==> src/design/avbm_pkg.sv <==
package avbm_pkg;

    localparam int BUFFER_DEPTH_DEF = 8192;

    // Configuration port
    localparam int APB_ADDR_W = 3;
    localparam int APB_DATA_W = 32;
    localparam logic REG_VOLUME  = 1'b0;
    localparam logic REG_BALANCE = 1'b1;
    localparam logic [6:0] VOLUME_RESET  = 7'd0;
    localparam logic [6:0] BALANCE_RESET = 7'd50;

    // Request codes
    localparam logic [1:0] REQ_CLEAR = 2'd0;
    localparam logic [1:0] REQ_ADD   = 2'd1;
    localparam logic [1:0] REQ_READ  = 2'd2;

    // Field widths
    localparam int OFFSET_W = 13;
    localparam int INDEX_W  = 13;
    localparam int SAMPLE_W = 16;
    localparam int ADDR_SUM_W = OFFSET_W + 1;

    // Serial divider for the attenuation divide: two quotient bits per cycle
    localparam int DIV_W     = 32;
    localparam int DVS_W     = 7;
    localparam int DIV_STEPS = DIV_W / 2;
    localparam int DIV_CNT_W = $clog2(DIV_STEPS);

    // Scaling constants
    localparam logic signed [22:0] SCALE_MUL = 23'sd100;
    localparam logic signed [9:0]  BAL_FULL  = 10'sd100;
    localparam logic signed [7:0]  AMPL_FULL = 8'sd100;
    localparam logic signed [7:0]  AMPL_MIN  = 8'sd1;
    // Dividing by 50 and then by 100, both truncating, equals one division by 5000.
    // It is done as a multiplication by ceil(2^43 / 5000) followed by a shift; the
    // product of a negative dividend is rounded up by one to truncate toward zero.
    // This is exact for dividends of magnitude below 2^30.
    localparam int                RECIP_SHIFT = 43;
    localparam logic signed [31:0] RECIP_5000 = 32'sd1759218605;

    localparam logic signed [19:0] SUM_MAX = 20'sd32767;
    localparam logic signed [19:0] SUM_MIN = -20'sd32768;

    typedef struct packed {
        logic [6:0] volume_attenuation;
        logic [6:0] balance;
    } cfg_t;

    typedef struct packed {
        logic                    start;
        logic signed [DIV_W-1:0] dividend;
        logic [DVS_W-1:0]        divisor;
    } div_req_t;

    typedef struct packed {
        logic                    done;
        logic signed [DIV_W-1:0] quotient;
    } div_rsp_t;

    typedef enum logic [3:0] {
        ST_INIT,
        ST_IDLE,
        ST_DECODE,
        ST_CLEAR,
        ST_RDWAIT,
        ST_DIV1,
        ST_MUL,
        ST_RECIP,
        ST_QUOT,
        ST_SUM,
        ST_DONE
    } state_t;

endpackage

==> src/design/avbm_apb.sv <==
module avbm_apb
    import avbm_pkg::*;
(
    input  logic                  clk,
    input  logic                  rst_n,
    input  logic                  psel,
    input  logic                  penable,
    input  logic                  pwrite,
    input  logic [APB_ADDR_W-1:0] paddr,
    input  logic [APB_DATA_W-1:0] pwdata,
    output logic [APB_DATA_W-1:0] prdata,
    output logic                  pready,
    output cfg_t                  cfg
);

    logic [6:0] volume_reg;
    logic [6:0] balance_reg;
    logic       wr_en;
    logic       reg_sel;

    assign pready  = 1'b1;
    assign wr_en   = psel && penable && pwrite;
    assign reg_sel = paddr[2];

    always_ff @(posedge clk or negedge rst_n)
    begin
        if (!rst_n)
        begin
            volume_reg  <= VOLUME_RESET;
            balance_reg <= BALANCE_RESET;
        end
        else if (wr_en)
        begin
            case (reg_sel)
                REG_VOLUME:  volume_reg  <= pwdata[6:0];
                REG_BALANCE: balance_reg <= pwdata[6:0];
                default:     volume_reg  <= volume_reg;
            endcase
        end
    end

    always_comb
    begin
        case (reg_sel)
            REG_VOLUME:  prdata = APB_DATA_W'(volume_reg);
            REG_BALANCE: prdata = APB_DATA_W'(balance_reg);
            default:     prdata = '0;
        endcase
    end

    always_comb
    begin
        cfg.volume_attenuation = volume_reg;
        cfg.balance            = balance_reg;
    end

endmodule
==> config.mk <==
export PLATFORM = sky130hd
export DESIGN_NAME = avbm_apb
export DESIGN_NICKNAME = d
export VERILOG_FILES = /design/src/design/avbm_pkg.sv /design/src/design/avbm_apb.sv
export SDC_FILE = /design/constraint.sdc
export NUM_CORES = 1
export LEC_CHECK = 0
export ABC_CLOCK_PERIOD_IN_PS = 1600
export BUFFER_PORTS_ARGS = -buffer_cell sky130_fd_sc_hd__buf_4
export CORE_MARGIN = 5
export CORE_UTILIZATION = 37
export DETAILED_ROUTE_END_ITERATION = 6
export HOLD_SLACK_MARGIN = 0.03
export PLACE_DENSITY = 0.84
export SLEW_MARGIN = 5
export SYNTH_ARGS = -nofsm -noshare
export SYNTH_HDL_FRONTEND = slang
export SYNTH_SLANG_ARGS = --single-unit
export TNS_END_PERCENT = 10
==> constraint.sdc <==
create_clock -name clk -period 1.6 [get_ports clk]
set_input_delay 0.08 -clock clk [delete_from_list [all_inputs] [get_ports clk]]
set_output_delay 0.08 -clock clk [all_outputs]
set_load 0.01 [all_outputs]
* Yosys cells after proc, flatten, opt, wreduce, memory -nomap -nowiden *
Cells that the tools add are included.

cells by class
  bitwise gates (word level) = 1
  mux-type cells = 1
  reductions and logical operators = 4

operators with widths
  cell               count
  $pmux 32 s2        1
  $reduce_and 2->1   2
  $logic_and 1x1->1  2
  $not 1->1          1

word-level totals
  register bits after elaboration = 14
  logic and storage cells = 8

* Longest topological paths before layout *
Gate-level depths: netlist of the first run.

  depth in word-level cells = 3
  mapped depth = 3
  gate-level depth less buffers = 2

* Least setup slack after synthesis of the first run *
No wires, ideal clock.

  kind = input to register
  start point = input paddr[2]
  end point = register volume_reg[0]
  arrival = 694 ps
  cell stages on the path = 3
  setup time = 125 ps
  data required time = 1475 ps
  slack = 781 ps
  cell sequence = buf_6 nand4b_4 mux2_2

between the ends
  cells in the longest elaborated chain, start to end = 2

ends and longest elaborated chain
  what                        RTL line        RTL
  from (decl)                 avbm_apb.sv:9   input logic [APB_ADDR_W-1:0] paddr,
  $not 1->1 (no line)         n/a
  $reduce_and 2->1 (no line)  n/a
  to (signal assigned)        avbm_apb.sv:35  REG_VOLUME: volume_reg <= pwdata[6:0];
  to (signal assigned)        avbm_apb.sv:37  default: volume_reg <= volume_reg;
  to (decl)                   avbm_apb.sv:16  logic [6:0] volume_reg;

Every way passes these cells.
A chain may end at the register's enable or synchronous reset.

* Final worst setup path of the first run *
  start point = register balance_reg[6]
  end point = output prdata[6]

between the ends
  cells in the longest elaborated chain, start to end = 1

ends and longest elaborated chain
  what                    RTL line        RTL
  from (decl)             avbm_apb.sv:17  logic [6:0] balance_reg;
  from (signal assigned)  avbm_apb.sv:36  REG_BALANCE: balance_reg <= pwdata[6:0];
  $pmux 32 s2             avbm_apb.sv:44  case (reg_sel)
  to (decl)               avbm_apb.sv:11  output logic [APB_DATA_W-1:0] prdata,

Every way passes these cells. The select of a mux whose other input is x is not followed.

==> reports/metrics.cfg, run 1 <==
[sta]
fin_setup_tns_ns=0
slew_violations=0
max_freq_ghz=0.844
finalCritPeriodShare_pct=74.0
skew_ns=0
final_hold_viol_count=0
setup_viol=0
fin_crit_ns=1.18
rsz0062_at_grt=false

[pwr]
ir_worst_vdd_mv=0.648
p_total_mw=1.22
p_sw_mw=0.366
p_int_mw=0.851
p_leak_nw=0.571
cellPowerDensity_nw_per_um2=1090
pwr-share-comb_pct=38.2
p_seq_share_pct=41.1
p_sw_share_pct=30.1
p_clk_share_pct=20.7

[synth]
synthAdderAreaFrac_pct=0
syn_avg_cell_area_um2=12.7
yosysUniqueCellTypes=8
synth-seq-cells=14
synth.cell_area_um2=841
yosysWarnings=0
muxShareOfSynthArea_pct=28.1
synth-compound-area-share_pct=0
yosys.area_share.simple_pct=4.32
synth_xor_area_share_pct=0
synth_top_family_by_area=multiplexers
syn_inst=66
synth_seq_area_share_pct=42.1

[cts]
clk_latency_ns=0.28
cts_root_buf=clkbuf_4
cts_sinks=14
cts_tree=done
clock_tree.buffer_depth=2
cts_resized=0
htree_num_levels=1
cts_setup_buffers=0
cts.clk_slew.worst_paths_ns=0.08
cts_buffers=3

[run]
cap_violations=0

[cells_and_area]
drive_gt1_share_pct=58.9
nets=148
fillers=190
antenna_cells=0
regArea_um2=354
final_core_util_pct=50.8
synthToLayoutAreaGrowth_pct=32.4
multi_input_area_um2=370

[global_route]
grtUsageMet1_pct=12.5
gr-usage-all-layers_pct=11.0
grt_first_pass_wirelength_mm=2.75
grt_pass1_vias=553
grt_use_met3_pct=3.56
grt_max_degree=15
busiest_layer=met2
grt_overflow=0
grt_use_met2_pct=19.2
antenna_found_initial=0

[detailed_routing]
drc=0
routedWlPerCell_um=13.5
dr.pass1.iters=2
ant_nets=0
num_vias=566
avgViaCountPerCell=4.19
drt_iter0_drc=4
wl_mm=1.82

[setup_path]
worstSetupStartpointType=register
cp_slowest_cell=dfrtp_1
critical_path.max_fanout=3
critPathRequiredTime_ns=1.52
critical_path_class=register to output port
path_cells=mux2_2, buf_4
critPathArrivalTime_ns=1.10
cp-end-kind=output port
path_buf_inv=1
crit_path_max_incr_delay_ns=0.40
crit_family=flip-flops

[die]
die-area_um2=3330
ioPinCount=87
rows=17
core_um2=2190
die_y_um=57.7
start_util_pct=38.4
die_w_um=57.7

[placement]
gp_congestion=0.615
hpwl_mm=1.27
portBuffers=33

[hold_path]
hold_path.class=primary input to register

[outcome]
status=finished clean

==> timing repair <==
action	4_1_cts	5_1_grt
hold endpoints to repair	24	1
hold buffers	6	1
endpoints found under the setup margin	0	0
==> cells in the mapped netlist <==
cell type / number / area, um^2
buf_4: 26 / 195
buf_6: 1 / 11.3
conb_1: 2 / 7.51
dfrtp_1: 11 / 275
dfstp_2: 3 / 78.8
mux2_2: 21 / 236
nand4_2: 1 / 12.5
nand4b_4: 1 / 23.8
==> logic make-up after synthesis <==
| logic type | Yosys count |
|---|---|
| flops | 14 |
| buf+inv | 27 |
| other cells | 2 |
| mux | 21 |
| simple gates | 2 |
==> placed cells by master (no fill, tap or decap) <==
master	count
dfrtp_1	11
dlygate4sd3_1	7
clkbuf_4	3
dfstp_2	3
buf_4	33
conb_1	26
mux2_2	21
clkbuf_8	1
nand4_2	1
nand4b_4	1
==> power by group through the flow <==
stage / sequential [mW] / clock (mW) / combinational, mW
after floorplan: 0.536 / 0 / 0.224
after detailed placement: 0.506 / 0 / 0.452
final: 0.501 / 0.252 / 0.465
after global placement: 0.501 / 0 / 0.446
after global routing: 0.515 / 0.285 / 0.502
after CTS: 0.502 / 0.264 / 0.464
==> metal layers <==
| layer | vias up | share of wire [%] |
|---|---|---|
| met2 | 40 | 52 |
| met4 | 0 | 0.82 |
| met3 | 2 | 12 |
| li1 | 253 | - |
| met1 | 271 | 35 |
| met5 | - | 0 |
==> final timing paths <==
check | start | end | slack (ns) | cells past startpoint
max | balance_reg[6]$_DFFE_PN0P_ | prdata[6] | 0.42 | 2
min | pwdata[5] | balance_reg[5]$_DFFE_PN1P_ | 0.04 | 2
max reg2reg | volume_reg[2]$_DFFE_PN0P_ | volume_reg[2]$_DFFE_PN0P_ | 0.81 | 1
min reg2reg | balance_reg[0]$_DFFE_PN0P_ | balance_reg[0]$_DFFE_PN0P_ | 0.54 | 1
max in group asynchronous | rst_n | balance_reg[5]$_DFFE_PN1P_ | 1.14 | 2
min in group asynchronous | rst_n | volume_reg[3]$_DFFE_PN0P_ | 0.23 | 2
==> stage by stage <==
stage          instances  area, um^2  setup WS [ns]  hold slack, ns
4_1_cts              134        1100          0.411          0.0326
2_1_floorplan         90         931          0.781          -0.216
6_report             135        1110          0.416          0.0417
3_3_place_gp         124        1010          0.595         -0.0654
5_1_grt              135        1110          0.350          0.0353
3_5_place_dp         124        1010          0.615         -0.0633
==> final cells by class <==
class	instances	share of cell area, %
Timing Repair Buffer	40	28.5
Tap cell	28	3.15
Sequential cell	14	31.8
Clock buffer	4	3.26
Multi-Input combinational cell	49	33.3
Power figures use the tool's default switching activity.
==> run 2, diff against run 1 <==
Settings changed: ABC_AREA set to 1, ABC_CLOCK_PERIOD_IN_PS 1600 to 990, CORE_UTILIZATION 37 to 32, PLACE_DENSITY 0.84 to 0.76.
Clock period 1.6 ns to 0.99 ns, I/O delays scaled along.
==> run 2 against run 1 <==
  * First-iteration DRC count rose to 10 times the previous value
  * Clock skew did not move
  * Routed wire length up 7.0%
  * Total power rose by 47%
  * Clock power is 33% higher
  * The run now ends with negative setup slack left
  * Global-route usage decreased by 1.0 points
  * Area after synthesis grew 4.5%
  * Highest routed layer unchanged
  * Sequential cell count did not move
  * Worst setup slack worse by 0.53 ns
==> reports/metrics.cfg, run 2 <==
[cells_and_area]
fillers=290  ; +53%
multi_input_area_um2=385  ; +4.1%
mostFrequentLayoutCells=50 x nand2_1, 30 x buf_4, 26 x conb_1
final_core_util_pct=44.1  ; -6.7 points
antenna_cells=0  ; unchanged
final_common_cell=nand2_1
drive_gt1_share_pct=29.3  ; -30 points
nets=198  ; +34%
synthToLayoutAreaGrowth_pct=34.9
regArea_um2=354  ; unchanged

[cts]
cts_setup_buffers=0  ; unchanged
cts_sinks=14  ; unchanged
clk_latency_ns=0.27  ; about the same
clock_tree.buffer_depth=2  ; unchanged
cts.clk_slew.worst_paths_ns=0.08  ; about the same
htree_num_levels=1  ; unchanged
cts_buffers=3  ; unchanged
cts_root_buf=clkbuf_4
cts_tree=done

[sta]
skew_ns=0  ; unchanged
worst_slack_ns=-0.110  ; -0.526 ns
fin_crit_ns=1.10
holdWs_ns=0.149  ; +0.107 ns
rsz0062_at_grt=true
finalCritPeriodShare_pct=111
final_hold_viol_count=0  ; unchanged
setup_viol=4  ; +4
slew_violations=0  ; unchanged
max_freq_ghz=0.909

[pwr]
p_sw_mw=0.596  ; +63%
ir_worst_vdd_mv=0.701  ; +8.1%
p_clk_share_pct=18.7  ; -2.0 points
p_seq_share_pct=43.5  ; +2.4 points
p_total_mw=1.79  ; +47%
cellPowerDensity_nw_per_um2=1510  ; +38%
p_leak_nw=0.682  ; +19%
p_sw_share_pct=33.3  ; +3.2 points
pwr-share-comb_pct=37.8  ; -0.4 points
p_int_mw=1.20  ; +40%

[synth]
synth_seq_area_share_pct=40.3  ; -1.8 points
syn_avg_cell_area_um2=7.64  ; -40%
synth_most_common_cell=nand2_1
yosys-top-cells-area=dfrtp_1 31%, buf_4 22%, nand2_1 21%
synth.cell_area_um2=878  ; +4.5%
synth_edf_count=0  ; unchanged
async_flop_share_pct=100  ; unchanged
synth-seq-cells=14  ; unchanged
netlist.area_leader.share_pct=31.3  ; -1.4 points
synth_ff_type=dfrtp_1
synth_top_cell_by_area=dfrtp_1
yosysWarnings=0  ; unchanged
yosysUniqueCellTypes=12  ; +4
synth_common_cells=50 x nand2_1, 26 x buf_4, 14 x nand3_1, 11 x dfrtp_1
syn_inst=115  ; +74%

[die]
ioPinCount=87  ; unchanged
rows=19  ; +2
die-area_um2=3890  ; +17%
die_y_um=62.4  ; +8.2%
start_util_pct=32.7  ; -5.7 points
core_um2=2690  ; +23%
die_w_um=62.4  ; +8.2%

[outcome]
violations=negative setup slack
status=finished with violations

[detailed_routing]
routedWlPerCell_um=10.4  ; -23%
dr.pass1.iters=4  ; +2
num_vias=760  ; +34%
wl_mm=1.95  ; +7.0%
drt_iter0_drc=41  ; +37
ant_nets=0  ; unchanged
drc=0  ; unchanged
avgViaCountPerCell=4.04  ; -3.6%

[setup_path]
crit_path_max_incr_delay_ns=0.55  ; +0.15 ns
r2r-start=balance_reg[5]$_DFFE_PN1P_
critPathArrivalTime_ns=1.05  ; -0.05 ns
cp_slowest_cell=dfstp_2
regToRegSetupSlack_ns=0.26  ; -0.55 ns
cp_common_cell=nand2_1
critical_path.max_fanout=3  ; unchanged
worstSetupStartpointType=register
critical_path_class=register to output port
reg2regPathDepth=2  ; +1
reg2reg_to=balance_reg[5]$_DFFE_PN1P_
critPathRequiredTime_ns=0.94  ; -0.58 ns
path_cells=nand2_1, nand2_1, buf_6
cp-end-kind=output port

[global_route]
grt_pass1_vias=700  ; +27%
grt_first_pass_wirelength_mm=3.22  ; +17%
grt_max_degree=15  ; unchanged
antenna_found_initial=0  ; unchanged
gr-usage-all-layers_pct=9.99  ; -1.0 points
grt_overflow=0  ; unchanged

[placement]
gp_congestion=0.673  ; +9.5%
portBuffers=33  ; unchanged
hpwl_mm=1.56  ; +23%

[run]
cap_violations=0  ; unchanged

[hold_path]
hold_path.class=primary input to asynchronous set/reset pin

## run 2: timing repair
item,4_1_cts,5_1_grt
cloned,0,0
endpoints found under the hold margin,28,0
hold buffers,8,0
pin swaps,4,3
gates resized for setup,3,3
endpoints found under the setup margin,9,10
## run 2: worst max path at each step
stage / from / to / slack (ns) / cells past startpoint
floorplan: balance_reg[1]$_DFFE_PN1P_ / prdata[1] / 0.24 / 2
global placement: balance_reg[4]$_DFFE_PN1P_ / prdata[4] / 0.19 / 3
detailed placement: balance_reg[4]$_DFFE_PN1P_ / prdata[4] / 0.19 / 3
CTS: balance_reg[4]$_DFFE_PN1P_ / prdata[4] / -0.12 / 3
global route: balance_reg[4]$_DFFE_PN1P_ / prdata[4] / -0.16 / 3
finish: balance_reg[1]$_DFFE_PN1P_ / prdata[1] / -0.11 / 3
## run 2: area by class of cell
cell class | instances | share of cell area (%)
well taps | 31 | 3.27
clock buffers | 4 | 2.22
inverters | 2 | 0.634
flip-flops and latches | 14 | 29.9
repair buffers | 44 | 31.5
multi-input cells | 93 | 32.5
## run 2: logic make-up (layout without fill, tap and decap cells)
family	count (synthesis)	count (layout)	share of synthesized area [%]
AND/OR/NAND/NOR	67	67	32.8
buffers and inverters	32	50	26.1
flip-flops	14	14	40.3
other	2	26	0.855
## run 2: worst max-delay path, delay by kind of cell (launching register included)
family | cells | cell delay, ns
buffers and inverters | 1 | 0.10
flip-flops | 1 | 0.55
AND/OR/NAND/NOR | 2 | 0.13
## run 2: layer usage
metal,share of wire [%],track usage [%],wire length (um)
met5,0,0,0
met4,1.1,4.77,22
met3,10,2.70,204
met2,48,15.8,941
met1,40,12.5,779
## run 2: through the flow
| step | cell area [um^2] | std cells | worst slack [ns] | TNS (ns) |
|---|---|---|---|---|
| final | 1180 | 188 | -0.110 | -0.317 |
| after global routing | 1180 | 188 | -0.156 | -0.745 |
| after CTS | 1170 | 188 | -0.116 | -0.399 |
| after detailed placement | 1060 | 176 | 0.189 | 0 |
| after global placement | 1060 | 176 | 0.188 | 0 |
| after floorplan | 968 | 139 | 0.244 | 0 |
## run 2: power by group through the flow
stage / clock network, mW / registers (mW) / logic [mW]
2_1_floorplan: 0 / 0.834 / 0.312
3_3_place_gp: 0 / 0.791 / 0.619
3_5_place_dp: 0 / 0.791 / 0.629
4_1_cts: 0.352 / 0.780 / 0.672
5_1_grt: 0.381 / 0.804 / 0.749
6_report: 0.335 / 0.780 / 0.677
