`src/design/avbm_pkg.sv`:
```
package avbm_pkg;

    localparam int BUFFER_DEPTH_DEF = 8192;

    // Configuration port
    localparam int APB_ADDR_W = 3;
    localparam int APB_DATA_W = 32;
    localparam logic REG_VOLUME  = 1'b0;
    localparam logic REG_BALANCE = 1'b1;
    localparam logic [6:0] VOLUME_RESET  = 7'd0;
    localparam logic [6:0] BALANCE_RESET = 7'd50;

    // Request codes
    localparam logic [1:0] REQ_CLEAR = 2'd0;
    localparam logic [1:0] REQ_ADD   = 2'd1;
    localparam logic [1:0] REQ_READ  = 2'd2;

    // Field widths
    localparam int OFFSET_W = 13;
    localparam int INDEX_W  = 13;
    localparam int SAMPLE_W = 16;
    localparam int ADDR_SUM_W = OFFSET_W + 1;

    // Serial divider for the attenuation divide: two quotient bits per cycle
    localparam int DIV_W     = 32;
    localparam int DVS_W     = 7;
    localparam int DIV_STEPS = DIV_W / 2;
    localparam int DIV_CNT_W = $clog2(DIV_STEPS);

    // Scaling constants
    localparam logic signed [22:0] SCALE_MUL = 23'sd100;
    localparam logic signed [9:0]  BAL_FULL  = 10'sd100;
    localparam logic signed [7:0]  AMPL_FULL = 8'sd100;
    localparam logic signed [7:0]  AMPL_MIN  = 8'sd1;
    // Dividing by 50 and then by 100, both truncating, equals one division by 5000.
    // It is done as a multiplication by ceil(2^43 / 5000) followed by a shift; the
    // product of a negative dividend is rounded up by one to truncate toward zero.
    // This is exact for dividends of magnitude below 2^30.
    localparam int                RECIP_SHIFT = 43;
    localparam logic signed [31:0] RECIP_5000 = 32'sd1759218605;

    localparam logic signed [19:0] SUM_MAX = 20'sd32767;
    localparam logic signed [19:0] SUM_MIN = -20'sd32768;

    typedef struct packed {
        logic [6:0] volume_attenuation;
        logic [6:0] balance;
    } cfg_t;

    typedef struct packed {
        logic                    start;
        logic signed [DIV_W-1:0] dividend;
        logic [DVS_W-1:0]        divisor;
    } div_req_t;

    typedef struct packed {
        logic                    done;
        logic signed [DIV_W-1:0] quotient;
    } div_rsp_t;

    typedef enum logic [3:0] {
        ST_INIT,
        ST_IDLE,
        ST_DECODE,
        ST_CLEAR,
        ST_RDWAIT,
        ST_DIV1,
        ST_MUL,
        ST_RECIP,
        ST_QUOT,
        ST_SUM,
        ST_DONE
    } state_t;

endpackage

```
`src/design/avbm_div.sv`:
```
module avbm_div
    import avbm_pkg::*;
(
    input  logic     clk,
    input  logic     rst_n,
    input  div_req_t req,
    output div_rsp_t rsp
);

    logic [DIV_W-1:0]     q_reg;
    logic [DVS_W-1:0]     rem_reg;
    logic [DVS_W-1:0]     dvs_reg;
    logic                 neg_reg;
    logic                 busy_reg;
    logic                 done_reg;
    logic [DIV_CNT_W-1:0] cnt_reg;

    logic [DIV_W-1:0]     mag;
    logic [DVS_W-1:0]     rem_a;
    logic [DVS_W-1:0]     rem_b;
    logic [DIV_W-1:0]     q_a;
    logic [DIV_W-1:0]     q_b;
    logic                 last_step;

    // One restoring step: shift in the next dividend bit, subtract if it fits.
    function automatic logic [DVS_W+DIV_W-1:0] div_step(
        input logic [DVS_W-1:0] rem,
        input logic [DIV_W-1:0] q,
        input logic [DVS_W-1:0] d
    );
        logic [DVS_W:0]   trial;
        logic [DIV_W-1:0] qn;
        begin
            trial = {rem, q[DIV_W-1]};
            qn    = {q[DIV_W-2:0], 1'b0};
            if (trial >= {1'b0, d})
            begin
                trial = trial - {1'b0, d};
                qn[0] = 1'b1;
            end
            return {trial[DVS_W-1:0], qn};
        end
    endfunction

    always_comb
    begin
        mag = req.dividend[DIV_W-1] ? DIV_W'(-req.dividend) : DIV_W'(req.dividend);
        {rem_a, q_a} = div_step(rem_reg, q_reg, dvs_reg);
        {rem_b, q_b} = div_step(rem_a, q_a, dvs_reg);
        last_step = (cnt_reg == DIV_CNT_W'(DIV_STEPS - 1));
    end

    always_ff @(posedge clk or negedge rst_n)
    begin
        if (!rst_n)
        begin
            busy_reg <= 1'b0;
            done_reg <= 1'b0;
            cnt_reg  <= '0;
        end
        else
        begin
            done_reg <= busy_reg && last_step && !req.start;
            if (req.start)
            begin
                busy_reg <= 1'b1;
                cnt_reg  <= '0;
            end
            else if (busy_reg)
            begin
                cnt_reg <= cnt_reg + 1'b1;
                if (last_step)
                begin
                    busy_reg <= 1'b0;
                end
            end
        end
    end

    always_ff @(posedge clk)
    begin
        if (req.start)
        begin
            q_reg   <= mag;
            rem_reg <= '0;
            dvs_reg <= req.divisor;
            neg_reg <= req.dividend[DIV_W-1];
        end
        else if (busy_reg)
        begin
            q_reg   <= q_b;
            rem_reg <= rem_b;
        end
    end

    // Truncation toward zero: the magnitude quotient takes the dividend's sign.
    always_comb
    begin
        rsp.done     = done_reg;
        rsp.quotient = neg_reg ? -signed'(q_reg) : signed'(q_reg);
    end

endmodule

```
`config.mk`:
```
export PLATFORM = sky130hd
export DESIGN_NAME = avbm_div
export DESIGN_NICKNAME = d
export VERILOG_FILES = /design/src/design/avbm_pkg.sv /design/src/design/avbm_div.sv
export SDC_FILE = /design/constraint.sdc
export NUM_CORES = 1
export LEC_CHECK = 0
export BUFFER_PORTS_ARGS = -buffer_cell sky130_fd_sc_hd__buf_2
export CORE_AREA = 5 5 87 97
export DETAILED_ROUTE_END_ITERATION = 10
export DIE_AREA = 0 0 92 102
export PLACE_DENSITY_LB_ADDON = 0.2
export RECOVER_POWER = 25
export SLEW_MARGIN = 20
export SYNTH_ARGS = -nofsm -noshare
export SYNTH_HDL_FRONTEND = slang
export SYNTH_SLANG_ARGS = --single-unit
export TNS_END_PERCENT = 1
```
`constraint.sdc`:
```
create_clock -name clk -period 4.8 [get_ports clk]
set_input_delay 0.96 -clock clk [delete_from_list [all_inputs] [get_ports clk]]
set_output_delay 0.96 -clock clk [all_outputs]
set_load 0.02 [all_outputs]
```
; Word-level counts from Yosys, hierarchy flattened
; Index checks and enable logic that the tools add are counted.
[word_totals]
regBits = 53
word_cells = 32
inputBits = 42
[op_classes]
eq_ne = 1
magnitude_cmp = 2
add_sub_neg = 5
n_reduce_logical = 4
n_mux = 13
[ops]
columns = cell, count
row1 = 2-to-1 mux 32 bit, 4
row2 = negator 32 bit, 2
row3 = greater-or-equal comparator 8 x 7 -> 1 bit, 2
row4 = 2-to-1 mux 7 bit, 2
row5 = subtractor 7 bit, 2
row6 = 2-to-1 mux 4 bit, 2
row7 = 2-to-1 mux 1 bit, 5
row8 = "adder 4 x 1 -> 4 bit, second input constant", 1
row9 = "equality test 4 bit, second input constant", 1
row10 = logical AND 1 bit, 2
row11 = nonzero test 2 bit, 1
row12 = zero test 1 bit, 1

; Logic depth before layout (Yosys ltp)
; Gate-level depths: netlist of run 1.
[depth]
depth_word = 6
ltp_mapped = 16
depth_no_buf = 16

; Worst setup path after synthesis of run 1
; OpenSTA, ideal clock, no wires.
[synth_timing]
path_kind = flip-flop to flip-flop
startpoint = reg q_reg[31]
endpoint = reg rem_reg[0]
setup_ps = 122
path_buffers = 0
arrival_ps = 3989
setup_slack_ps = 690
period_less_slack_ps = 4110
stages_incl_launch_ff = 16
path_cell_list = edfxtp_1 > inv_1 > ha_1 > inv_1 > fa_1 > a211oi_1 > o21ai_0 > a21oi_1 > mux2_2 > ha_1 > nor2b_1 > o31a_1 > o21a_1 > o21ai_0 > nand2_1 > a221o_1
[synth_via]
elab_chain_cells = 4
word_cells_on_any_way = 5
cone_classes = add/sub: 1 / order compare: 2 / mux: 2
[synth_rtl]
columns = item, line_no
row1 = start: declaration, avbm_div.sv:10  ; logic [DIV_W-1:0] q_reg;
row2 = start signal: assignment, avbm_div.sv:84  ; q_reg <= mag;
row3 = start signal: assignment, avbm_div.sv:91  ; q_reg <= q_b;
row4 = subtractor 7 bit or greater-or-equal comparator 8 x 7 -> 1 bit (tied branches), "avbm_div.sv:38, avbm_div.sv:36"
row5 = 2-to-1 mux 7 bit *, avbm_div.sv:36  ; if (trial >= {1'b0, d})
row6 = greater-or-equal comparator 8 x 7 -> 1 bit *, avbm_div.sv:36
row7 = 2-to-1 mux 7 bit *, avbm_div.sv:36
row8 = end signal: assignment, avbm_div.sv:92  ; rem_reg <= rem_b;
row9 = end: declaration, avbm_div.sv:11  ; logic [DVS_W-1:0] rem_reg;
; Every way passes the cells marked *; elsewhere a longest branch is shown, timed or not.
; A chain may end at the register's enable or synchronous reset.

==> results by group, run 1 <==
Cells and area
  – # diodes: 0
  – Area of the multi-input gates: 2410 um^2
  – Post-layout nets: 580
  – Max reg flops: 32
  – Share of layout cells above drive strength 1: 18.5%
  – Area growth from synthesis to layout: 13.7%
  – Post-Route Utilization: 62.9%
  – Storage element area: 1490 um^2
  – Fillers: 666

Yosys
  – Share of the synthesized area in the top cell type: 29.6%
  – Syn Nets: 512
  – Area leader, netlist: edfxtp_1
  – Async SR Flop Fraction: 11.3%
  – Mean post-synth cell area: 9.01 um^2
  – Synth cell types: 49
  – Top cells by area, synth: edfxtp_1 (30%), xnor2_1 (7.1%), xor2_1 (6.7%), ha_1 (5.2%), nor2_1 (4.3%)
  – Yosys reg bits: 53
  – Post-synth EDFFs: 40
  – Cell area after synthesis: 4060 um^2
  – Main synth FF type: edfxtp_1
  – Yosys warns: 0
  – Post-synthesis sequential area ratio: 36.7%
  – Cells after Synth: 451

Outcome
  – Status: finished with violations
  – Failing checks: max-capacitance violations, max-slew violations

Place
  – Routability Congestion: 1.00
  – Port-buffer cells: 74
  – Dpl ws: 0.717 ns
  – DP Wirelength: 7700 um

Detailed routing
  – DRC: 0
  – Avg WL per Cell: 16.6 um
  – Initial DRC count: 200
  – Via count: 3611
  – Vias/cell: 5.95
  – Pre-antenna DRT Iters: 4
  – Antenna Violating Nets Remaining: 0
  – Drt total wl: 10000 um

Clocking
  – Total CTS buffers: 5
  – Clock root cell: clkbuf_8
  – Bufs on Longest Clock Path: 2
  – Post-CTS sizing: 0
  – CTS Hold Bufs: 0
  – CTS sink cnt: 53
  – Clk pin slew, worst setup/hold paths: 0.10 ns
  – Clock Latency Late Sink: 0.30 ns
  – Post-CTS setup buffer count: 0
  – CTS H-tree lvls: 2
  – TritonCTS clock tree: yes

Global route
  – Number of global-route vias before repair: 3594
  – Global route overflow: 0
  – All-Layer GR Usage: 22.0%
  – Largest net degree at the start of global routing: 78
  – Initial antenna violation count: 0
  – First-pass GRT wire length: 16700 um

Floorplan
  – I/O pin total: 75
  – Chip Width: 92 um
  – Cell Rows: 33
  – Starting Density: 55.3%
  – Die Ht: 102 um
  – Die ar.: 9380 um^2
  – Core ar.: 7350 um^2

STA
  – Slew @ Worst Pin: 3.21 ns
  – Final setup TNS: 0 ns
  – Final slew viol count: 111
  – Final setup fails: 0
  – Fin crit period: 4.22 ns
  – Final Hold Violating Endpoints: 0
  – Clock Skews: 0.00788 ns
  – Fin crit share: 87.9%
  – Worst Setup Slack, final: 0.581 ns
  – Max_slew headroom: -114%
  – FMAX: 0.237 GHz
  – RSZ-0062 raised after global routing: false

Worst setup path
  – Startpoint Class: input port
  – Critical Path Sink Type: flop
  – Critical Path AT: 4.33 ns
  – Kind of critical path: in2reg
  – Crit Path Max Fanout: 77
  – Worst Path Required: 4.91 ns

Worst hold path
  – Worst Hold Class: in2async

Flow run
  – Max_cap viols: 2

Power
  – VDD IR-drop max: 0.000199 V
  – Leakage: 1.82 nW
  – PwrDens: 448 nW/um^2
[path summary, 6_finish.rpt]
check	startpoint	end	slack [ns]	cells past startpoint
min in group clk	rem_reg[1]	rem_reg[1]	0.49	2
setup reg to reg	q_reg[31]	q_reg[0]	0.61	15
setup / recovery	req[39]	rem_reg[4]	0.58	5
hold reg to reg	rem_reg[1]	rem_reg[1]	0.49	2
max in group asynchronous	rst_n	busy_reg	4.08	1
hold / removal	rst_n	cnt_reg[3]	0.49	1
[per-layer routing]
| metal | global-route usage (%) | share of wire [%] | wire [um] |
|---|---|---|---|
| met2 | 39.6 | 52 | 5200 |
| met1 | 26.7 | 41 | 4130 |
| met4 | 6.63 | 1.7 | 171 |
| met5 | 0 | 0 | 0 |
| met3 | 4.57 | 5.5 | 551 |
[where the power goes]
part | internal (W) | switching [W] | total (W)
logic | 0.000442 | 0.000617 | 0.00106
clock network | 0.000186 | 0.000149 | 0.000335
registers | 0.000584 | 0.0000923 | 0.000676
[cells in the final DEF (no fill, tap or decap), types with 9 or more instances in the layout]
| master | netlist | layout |
|---|---|---|
| a21oi_1 | 33 | 33 |
| buf_2 | 0 | 70 |
| edfxtp_1 | 40 | 40 |
| ha_1 | 17 | 17 |
| inv_1 | 23 | 23 |
| nand2_1 | 29 | 29 |
| nand4_1 | 9 | 9 |
| nor2_1 | 47 | 47 |
| o21ai_0 | 32 | 32 |
| o31ai_1 | 20 | 20 |
| or3_1 | 9 | 9 |
| or4_1 | 9 | 9 |
| xnor2_1 | 33 | 33 |
| xor2_1 | 31 | 31 |
[logic make-up after synthesis]
| group | share of synthesized area [%] |
|---|---|
| xor+xnor | 13.8 |
| mux | 2.37 |
| flops | 36.7 |
| compound gates | 19.3 |
| buf+inv | 3.97 |
| simple gates | 17.6 |
| fa+ha+maj | 6.22 |
[layout make-up]
type,instances,area share [%]
Multi-Input combinational cell,357,52.2
Clock buffer,6,2.03
Sequential cell,53,32.3
Tap cell,87,2.36
Inverter,23,1.87
Clock inverter,2,0.758
Timing Repair Buffer,79,8.56
[per-stage QoR]
step	area (um^2)	cells	hold slack (ns)	total power (W)
global placement	4500	599	0.456	0.00171
finish	4620	607	0.488	0.00207
floorplan	4060	451	0.421	0.00143
detailed placement	4500	599	0.475	0.00172
global route	4620	607	0.498	0.00222
CTS	4630	607	0.439	0.00206
[Yosys cell counts, drive strengths merged, types with 3 or more instances]
cell type / count
xor2: 31
nand4: 9
or3: 11
nand3: 7
nor3b: 3
xnor2: 33
edfxtp: 40
a211oi: 3
o41ai: 7
a21boi: 4
nor3: 7
o31ai: 21
clkbuf: 14
a21oi: 33
or2: 4
or4: 10
dfrtp: 6
inv: 23
dfxtp: 7
o21a: 5
nor2b: 6
nand2: 29
buf: 4
o21ai: 32
mux2: 5
nor2: 47
o211ai: 3
nor4: 6
nand2b: 3
mux2i: 4
ha: 17
[worst max-delay path: stages]
cell	delay (ns)
clkbuf_1	0.10
clkbuf_1	2.27
nor2b_1	0.52
nand4_1	0.34
o211ai_1	0.13
No activity file was read; power rests on OpenSTA's default activity.
==> run 2: changes to the inputs <==
CORE_AREA = 5 5 97 108   (was 5 5 87 97)
DIE_AREA = 0 0 102 113   (was 0 0 92 102)
==> run 2 against run 1 <==
Net effect: largest cell class unchanged; die area up 23%; critical path depth up 11; non-clock buffer count down 1; hold slack better by 0.0019 ns; clock power down 20%; routed wire length down 1.5%; largest power group unchanged; clock-buffer cell count down 1; register-to-register slack worse by 0.02 ns; sequential share of layout area about the same; critical endpoint is now q_reg[0]; the run still ends with max-capacitance violations, max-slew violations left.
==> results by group, run 2 (synthesis gave the netlist of run 1 again) <==
Worst setup path
  – Critical Path AT: 4.18 ns
  – Kind of critical path: reg2reg
  – WP buf/inv: 3
  – Startpoint Class: flop
  – Slowest-stage cell, CP: edfxtp_1
  – Worst Path Required: 4.77 ns
  – CP cell instances: inv_1 > ha_1 > inv_1 > fa_1 > a211oi_1 > o21ai_0 > a21oi_1 > buf_4 > mux2_2 > ha_1 > nor2b_1 > o31a_1 > o21a_1 > o21a_1 > nor3_1 > a21oi_1
  – Critical Path Sink Type: flop
  – Top Family by Delay on Critical Path: compound AO/OA/AOI/OAI gates
  – Max incr delay on CP: 0.45 ns
  – Crit Path Max Fanout: 8

Floorplan
  – Cell Rows: 37
  – Die Ht: 113 um
  – Core ar.: 9210 um^2
  – Chip Width: 102 um
  – Die ar.: 11500 um^2
  – Starting Density: 44.1%
  – I/O pin total: 75

STA
  – FMAX: 0.237 GHz
  – RSZ-0062 raised after global routing: false
  – Fin crit share: 87.7%
  – Max_slew headroom: -121%
  – Final slew viol count: 78
  – Final setup TNS: 0 ns
  – Final Hold Violating Endpoints: 0
  – Clock Skews: 0.0163 ns
  – Final setup fails: 0
  – Fin crit period: 4.21 ns
  – Slew @ Worst Pin: 3.31 ns

Place
  – Routability Congestion: 0.927
  – Port-buffer cells: 74
  – DP Wirelength: 7720 um
  – # placed instances: 628

Flow run
  – Max_cap viols: 1

Cells and area
  – Most frequent cells in the layout: buf_2 (69), nor2_1 (47), edfxtp_1 (40)
  – # diodes: 0
  – Post-Route Utilization: 50.1%
  – Share of layout cells above drive strength 1: 18.3%
  – Max reg flops: 32
  – Post-layout nets: 579
  – Layout Cells excl Fill: 636
  – Fillers: 905
  – Commonest non-fill, non-tap cell in the layout: buf_2
  – Area growth from synthesis to layout: 13.6%

Clocking
  – Clock root cell: clkbuf_8
  – Post-CTS sizing: 0
  – TritonCTS clock tree: yes
  – Clk pin slew, worst setup/hold paths: 0.11 ns
  – CTS H-tree lvls: 2
  – Total CTS buffers: 5
  – CTS sink cnt: 53
  – Bufs on Longest Clock Path: 2
  – Clock Latency Late Sink: 0.31 ns
  – CTS Hold Bufs: 0
  – Post-CTS setup buffer count: 0

Detailed routing
  – Drt total wl: 9900 um
  – Pre-antenna DRT Iters: 4
  – Via count: 3564
  – Vias/cell: 5.60
  – Initial DRC count: 129
  – Antenna Violating Nets Remaining: 0
  – Avg WL per Cell: 15.6 um
  – DRC: 0

Power
  – Leakage: 1.80 nW
  – VDD IR-drop max: 0.000174 V
  – PwrDens: 428 nW/um^2

Global route
  – Global route overflow: 0
  – All-Layer GR Usage: 17.5%
  – Largest net degree at the start of global routing: 78
  – Initial antenna violation count: 0
  – First-pass GRT wire length: 16600 um
  – Number of global-route vias before repair: 3503

Outcome
  – Failing checks: max-capacitance violations, max-slew violations
  – Status: finished with violations

Worst hold path
  – Worst Hold Class: in2async
run 2: per-layer routing:
| metal | vias up | wire length [um] | global-route usage (%) |
|---|---|---|---|
| li1 | 1788 | - | - |
| met1 | 1669 | 4330 | 22.5 |
| met2 | 86 | 4830 | 29.0 |
| met3 | 21 | 422 | 3.21 |
| met4 | 0 | 313 | 6.47 |
| met5 | - | 0 | 0 |
run 2: cell type report:
| cell class | instances | area, um^2 | share of cell area [%] |
|---|---|---|---|
| flip-flops and latches | 53 | 1490 | 32.3 |
| repair buffers | 78 | 390 | 8.46 |
| clock inverters | 3 | 23.8 | 0.515 |
| inverters | 23 | 86.3 | 1.87 |
| multi-input cells | 357 | 2410 | 52.2 |
| clock buffers | 5 | 68.8 | 1.49 |
| well taps | 117 | 146 | 3.17 |
run 2: report_power, final:
group | total (W) | switching [W] | leakage (nW) | internal, W
logic | 0.00103 | 0.000593 | 1.21 | 0.000441
clock network | 0.000268 | 0.000162 | 0.0491 | 0.000106
registers | 0.000674 | 0.0000897 | 0.540 | 0.000584
run 2: worst paths after layout:
check | from | end | slack [ns] | cells after the start
min in group clk | rem_reg[6] | rem_reg[6] | 0.49 | 2
max in group asynchronous | rst_n | busy_reg | 4.07 | 1
min reg2reg | rem_reg[6] | rem_reg[6] | 0.49 | 2
max | q_reg[31] | q_reg[0] | 0.59 | 16
min | rst_n | cnt_reg[1] | 0.49 | 1
max reg2reg | q_reg[31] | q_reg[0] | 0.59 | 16
run 2: per-stage QoR:
stage / worst slack [ns] / power, W / instance area [um^2] / hold slack, ns
after floorplan: 0.690 / 0.00143 / 4060 / 0.421
after global placement: 0.839 / 0.00170 / 4530 / 0.465
after detailed placement: 0.719 / 0.00171 / 4530 / 0.469
after CTS: 0.697 / 0.00198 / 4630 / 0.443
after global routing: 0.266 / 0.00213 / 4620 / 0.503
final: 0.589 / 0.00198 / 4620 / 0.489
==> run 3: changes to the inputs <==
MAX_ROUTING_LAYER = met4   (was unset)
==> run 3 against run 2 <==
Net effect: the flow still finishes with violations (max-capacitance violations, max-slew violations); global-route usage increased by 0.48 points; register-to-register slack about the same; via count up 0.22%; clock skew up 0.0015 ns; largest cell class unchanged; flip-flop and latch count did not move; clock power is essentially flat; hold slack lost 0.0015 ns; non-clock buffer count stayed put; critical endpoint unchanged; largest power group unchanged; die area stayed put; sequential share of layout area stayed put; routed wire length down 0.52%.
==> results by group, run 3 (synthesis gave the netlist of run 1 again) <==
Outcome
  – Status: finished with violations
  – Failing checks: max-capacitance violations, max-slew violations

Floorplan
  – Core ar.: 9210 um^2
  – Chip Width: 102 um
  – Starting Density: 44.1%
  – I/O pin total: 75
  – Cell Rows: 37
  – Die Ht: 113 um
  – Die ar.: 11500 um^2

Detailed routing
  – Initial DRC count: 130
  – Met1 WL: 4370 um
  – Drt total wl: 9840 um
  – Met3 Routed Length: 355 um
  – Vias/cell: 5.62
  – Top Layer Used: met4
  – Pre-antenna DRT Iters: 4
  – DR WL met2: 4810 um
  – Via count: 3572
  – Avg WL per Cell: 15.5 um
  – Antenna Violating Nets Remaining: 0
  – DRC: 0

Clocking
  – Clock root cell: clkbuf_8
  – Post-CTS setup buffer count: 0
  – Total CTS buffers: 5
  – TritonCTS clock tree: yes
  – Clock Latency Late Sink: 0.32 ns
  – CTS Hold Bufs: 0
  – CTS H-tree lvls: 2
  – Clk pin slew, worst setup/hold paths: 0.11 ns
  – Post-CTS sizing: 0
  – CTS sink cnt: 53
  – Bufs on Longest Clock Path: 2

Power
  – VDD IR-drop max: 0.000174 V
  – Leakage: 1.80 nW
  – PwrDens: 427 nW/um^2
  – Part of the power in the clock network: 13.5%
  – Final Power: 0.00197 W
  – Combinational group share of total power: 52.4%
  – Seq pwr share: 34.1%
  – Sw Pwr: 0.000842 W
  – Sw frac: 42.7%
  – Int Pwr: 0.00113 W

Worst setup path
  – Crit Path Max Fanout: 8
  – CP Launch Point: q_reg[31]
  – Worst Path Required: 4.77 ns
  – FF-to-FF setup slack: 0.59 ns
  – Reg2Reg Depth: 16
  – Startpoint Class: flop
  – Critical Path Sink Type: flop
  – RR Startpoint: q_reg[31]
  – Reg-to-reg endpoint: q_reg[0]
  – Crit path to: q_reg[0]
  – Kind of critical path: reg2reg
  – Critical Path AT: 4.18 ns

Cells and area
  – Commonest non-fill, non-tap cell in the layout: buf_2
  – Post-layout nets: 579
  – Area growth from synthesis to layout: 13.6%
  – Share of layout cells above drive strength 1: 18.3%
  – # diodes: 0
  – Post-Route Utilization: 50.1%
  – Max reg flops: 32
  – Layout Cells excl Fill: 636
  – Most frequent cells in the layout: buf_2 (69), nor2_1 (47), edfxtp_1 (40)

Place
  – DP Wirelength: 7720 um
  – Routability Congestion: 0.943
  – Port-buffer cells: 74
  – # placed instances: 628

Global route
  – All-Layer GR Usage: 18.0%
  – Initial antenna violation count: 0
  – Global route overflow: 0
  – Number of global-route vias before repair: 3519
  – First-pass GRT wire length: 16500 um
  – Largest net degree at the start of global routing: 78

STA
  – Fin crit period: 4.21 ns
  – Final setup fails: 0
  – Clock Skews: 0.0178 ns
  – Fin crit share: 87.7%
  – FMAX: 0.238 GHz
  – Final hold slack: 0.488 ns
  – Final setup TNS: 0 ns
  – Slew @ Worst Pin: 3.29 ns
  – Final slew viol count: 78
  – Final Hold Violating Endpoints: 0
  – RSZ-0062 raised after global routing: false
  – Max_slew headroom: -119%

Worst hold path
  – Worst Hold Class: in2async

Flow run
  – Max_cap viols: 1
-- run 3: cell counts in the layout (fill, tap and decap cells not counted) --
Identical to the previous run, type by type.
-- run 3: critical path: stages (launching register included) --
cell,delay (ns)
edfxtp_1,0.45
inv_1,0.09
ha_1,0.18
inv_1,0.06
fa_1,0.42
a211oi_1,0.27
o21ai_0,0.19
a21oi_1,0.17
buf_4,0.17
mux2_2,0.35
ha_1,0.33
nor2b_1,0.17
o31a_1,0.25
o21a_1,0.20
o21a_1,0.27
nor3_1,0.22
a21oi_1,0.07
-- run 3: layout make-up --
cell class                 instances  area (um^2)
timing repair buffer              78          390
clock buffer                       5         68.8
sequential                        53         1490
tap                              117          146
clock inverter                     3         23.8
multi-input combinational        357         2410
inverter                          23         86.3
fill                             905         4600
-- run 3: worst min-delay path by stage --
stage               cells past startpoint  startpoint  slack [ns]         end
floorplan                               2  rem_reg[6]        0.42  rem_reg[6]
global placement                        2  rem_reg[6]        0.46  rem_reg[6]
detailed placement                      2  rem_reg[6]        0.47  rem_reg[6]
CTS                                     1       rst_n        0.44  cnt_reg[1]
global route                            2  rem_reg[6]        0.50  rem_reg[6]
finish                                  1       rst_n        0.49  cnt_reg[1]
-- run 3: per-layer routing --
metal / track usage, % / vias to the layer above
met2: 29.2 / 85
met3: 2.47 / 21
met1: 22.7 / 1681
li1: - / 1785
met4: 6.47 / 0
met5: - / -
-- run 3: per-stage QoR --
| step | setup WS, ns | instance area (um^2) |
|---|---|---|
| global route | 0.256 | 4620 |
| global placement | 0.839 | 4530 |
| floorplan | 0.690 | 4060 |
| detailed placement | 0.719 | 4530 |
| finish | 0.590 | 4620 |
| CTS | 0.697 | 4630 |
-- run 3: power by group through the flow --
| stage | combinational [W] | clock, W | sequential (W) |
|---|---|---|---|
| after floorplan | 0.000774 | 0 | 0.000651 |
| after global placement | 0.00101 | 0 | 0.000683 |
| after detailed placement | 0.00103 | 0 | 0.000683 |
| after CTS | 0.00103 | 0.000272 | 0.000673 |
| after global routing | 0.00115 | 0.000291 | 0.000688 |
| final | 0.00103 | 0.000266 | 0.000673 |
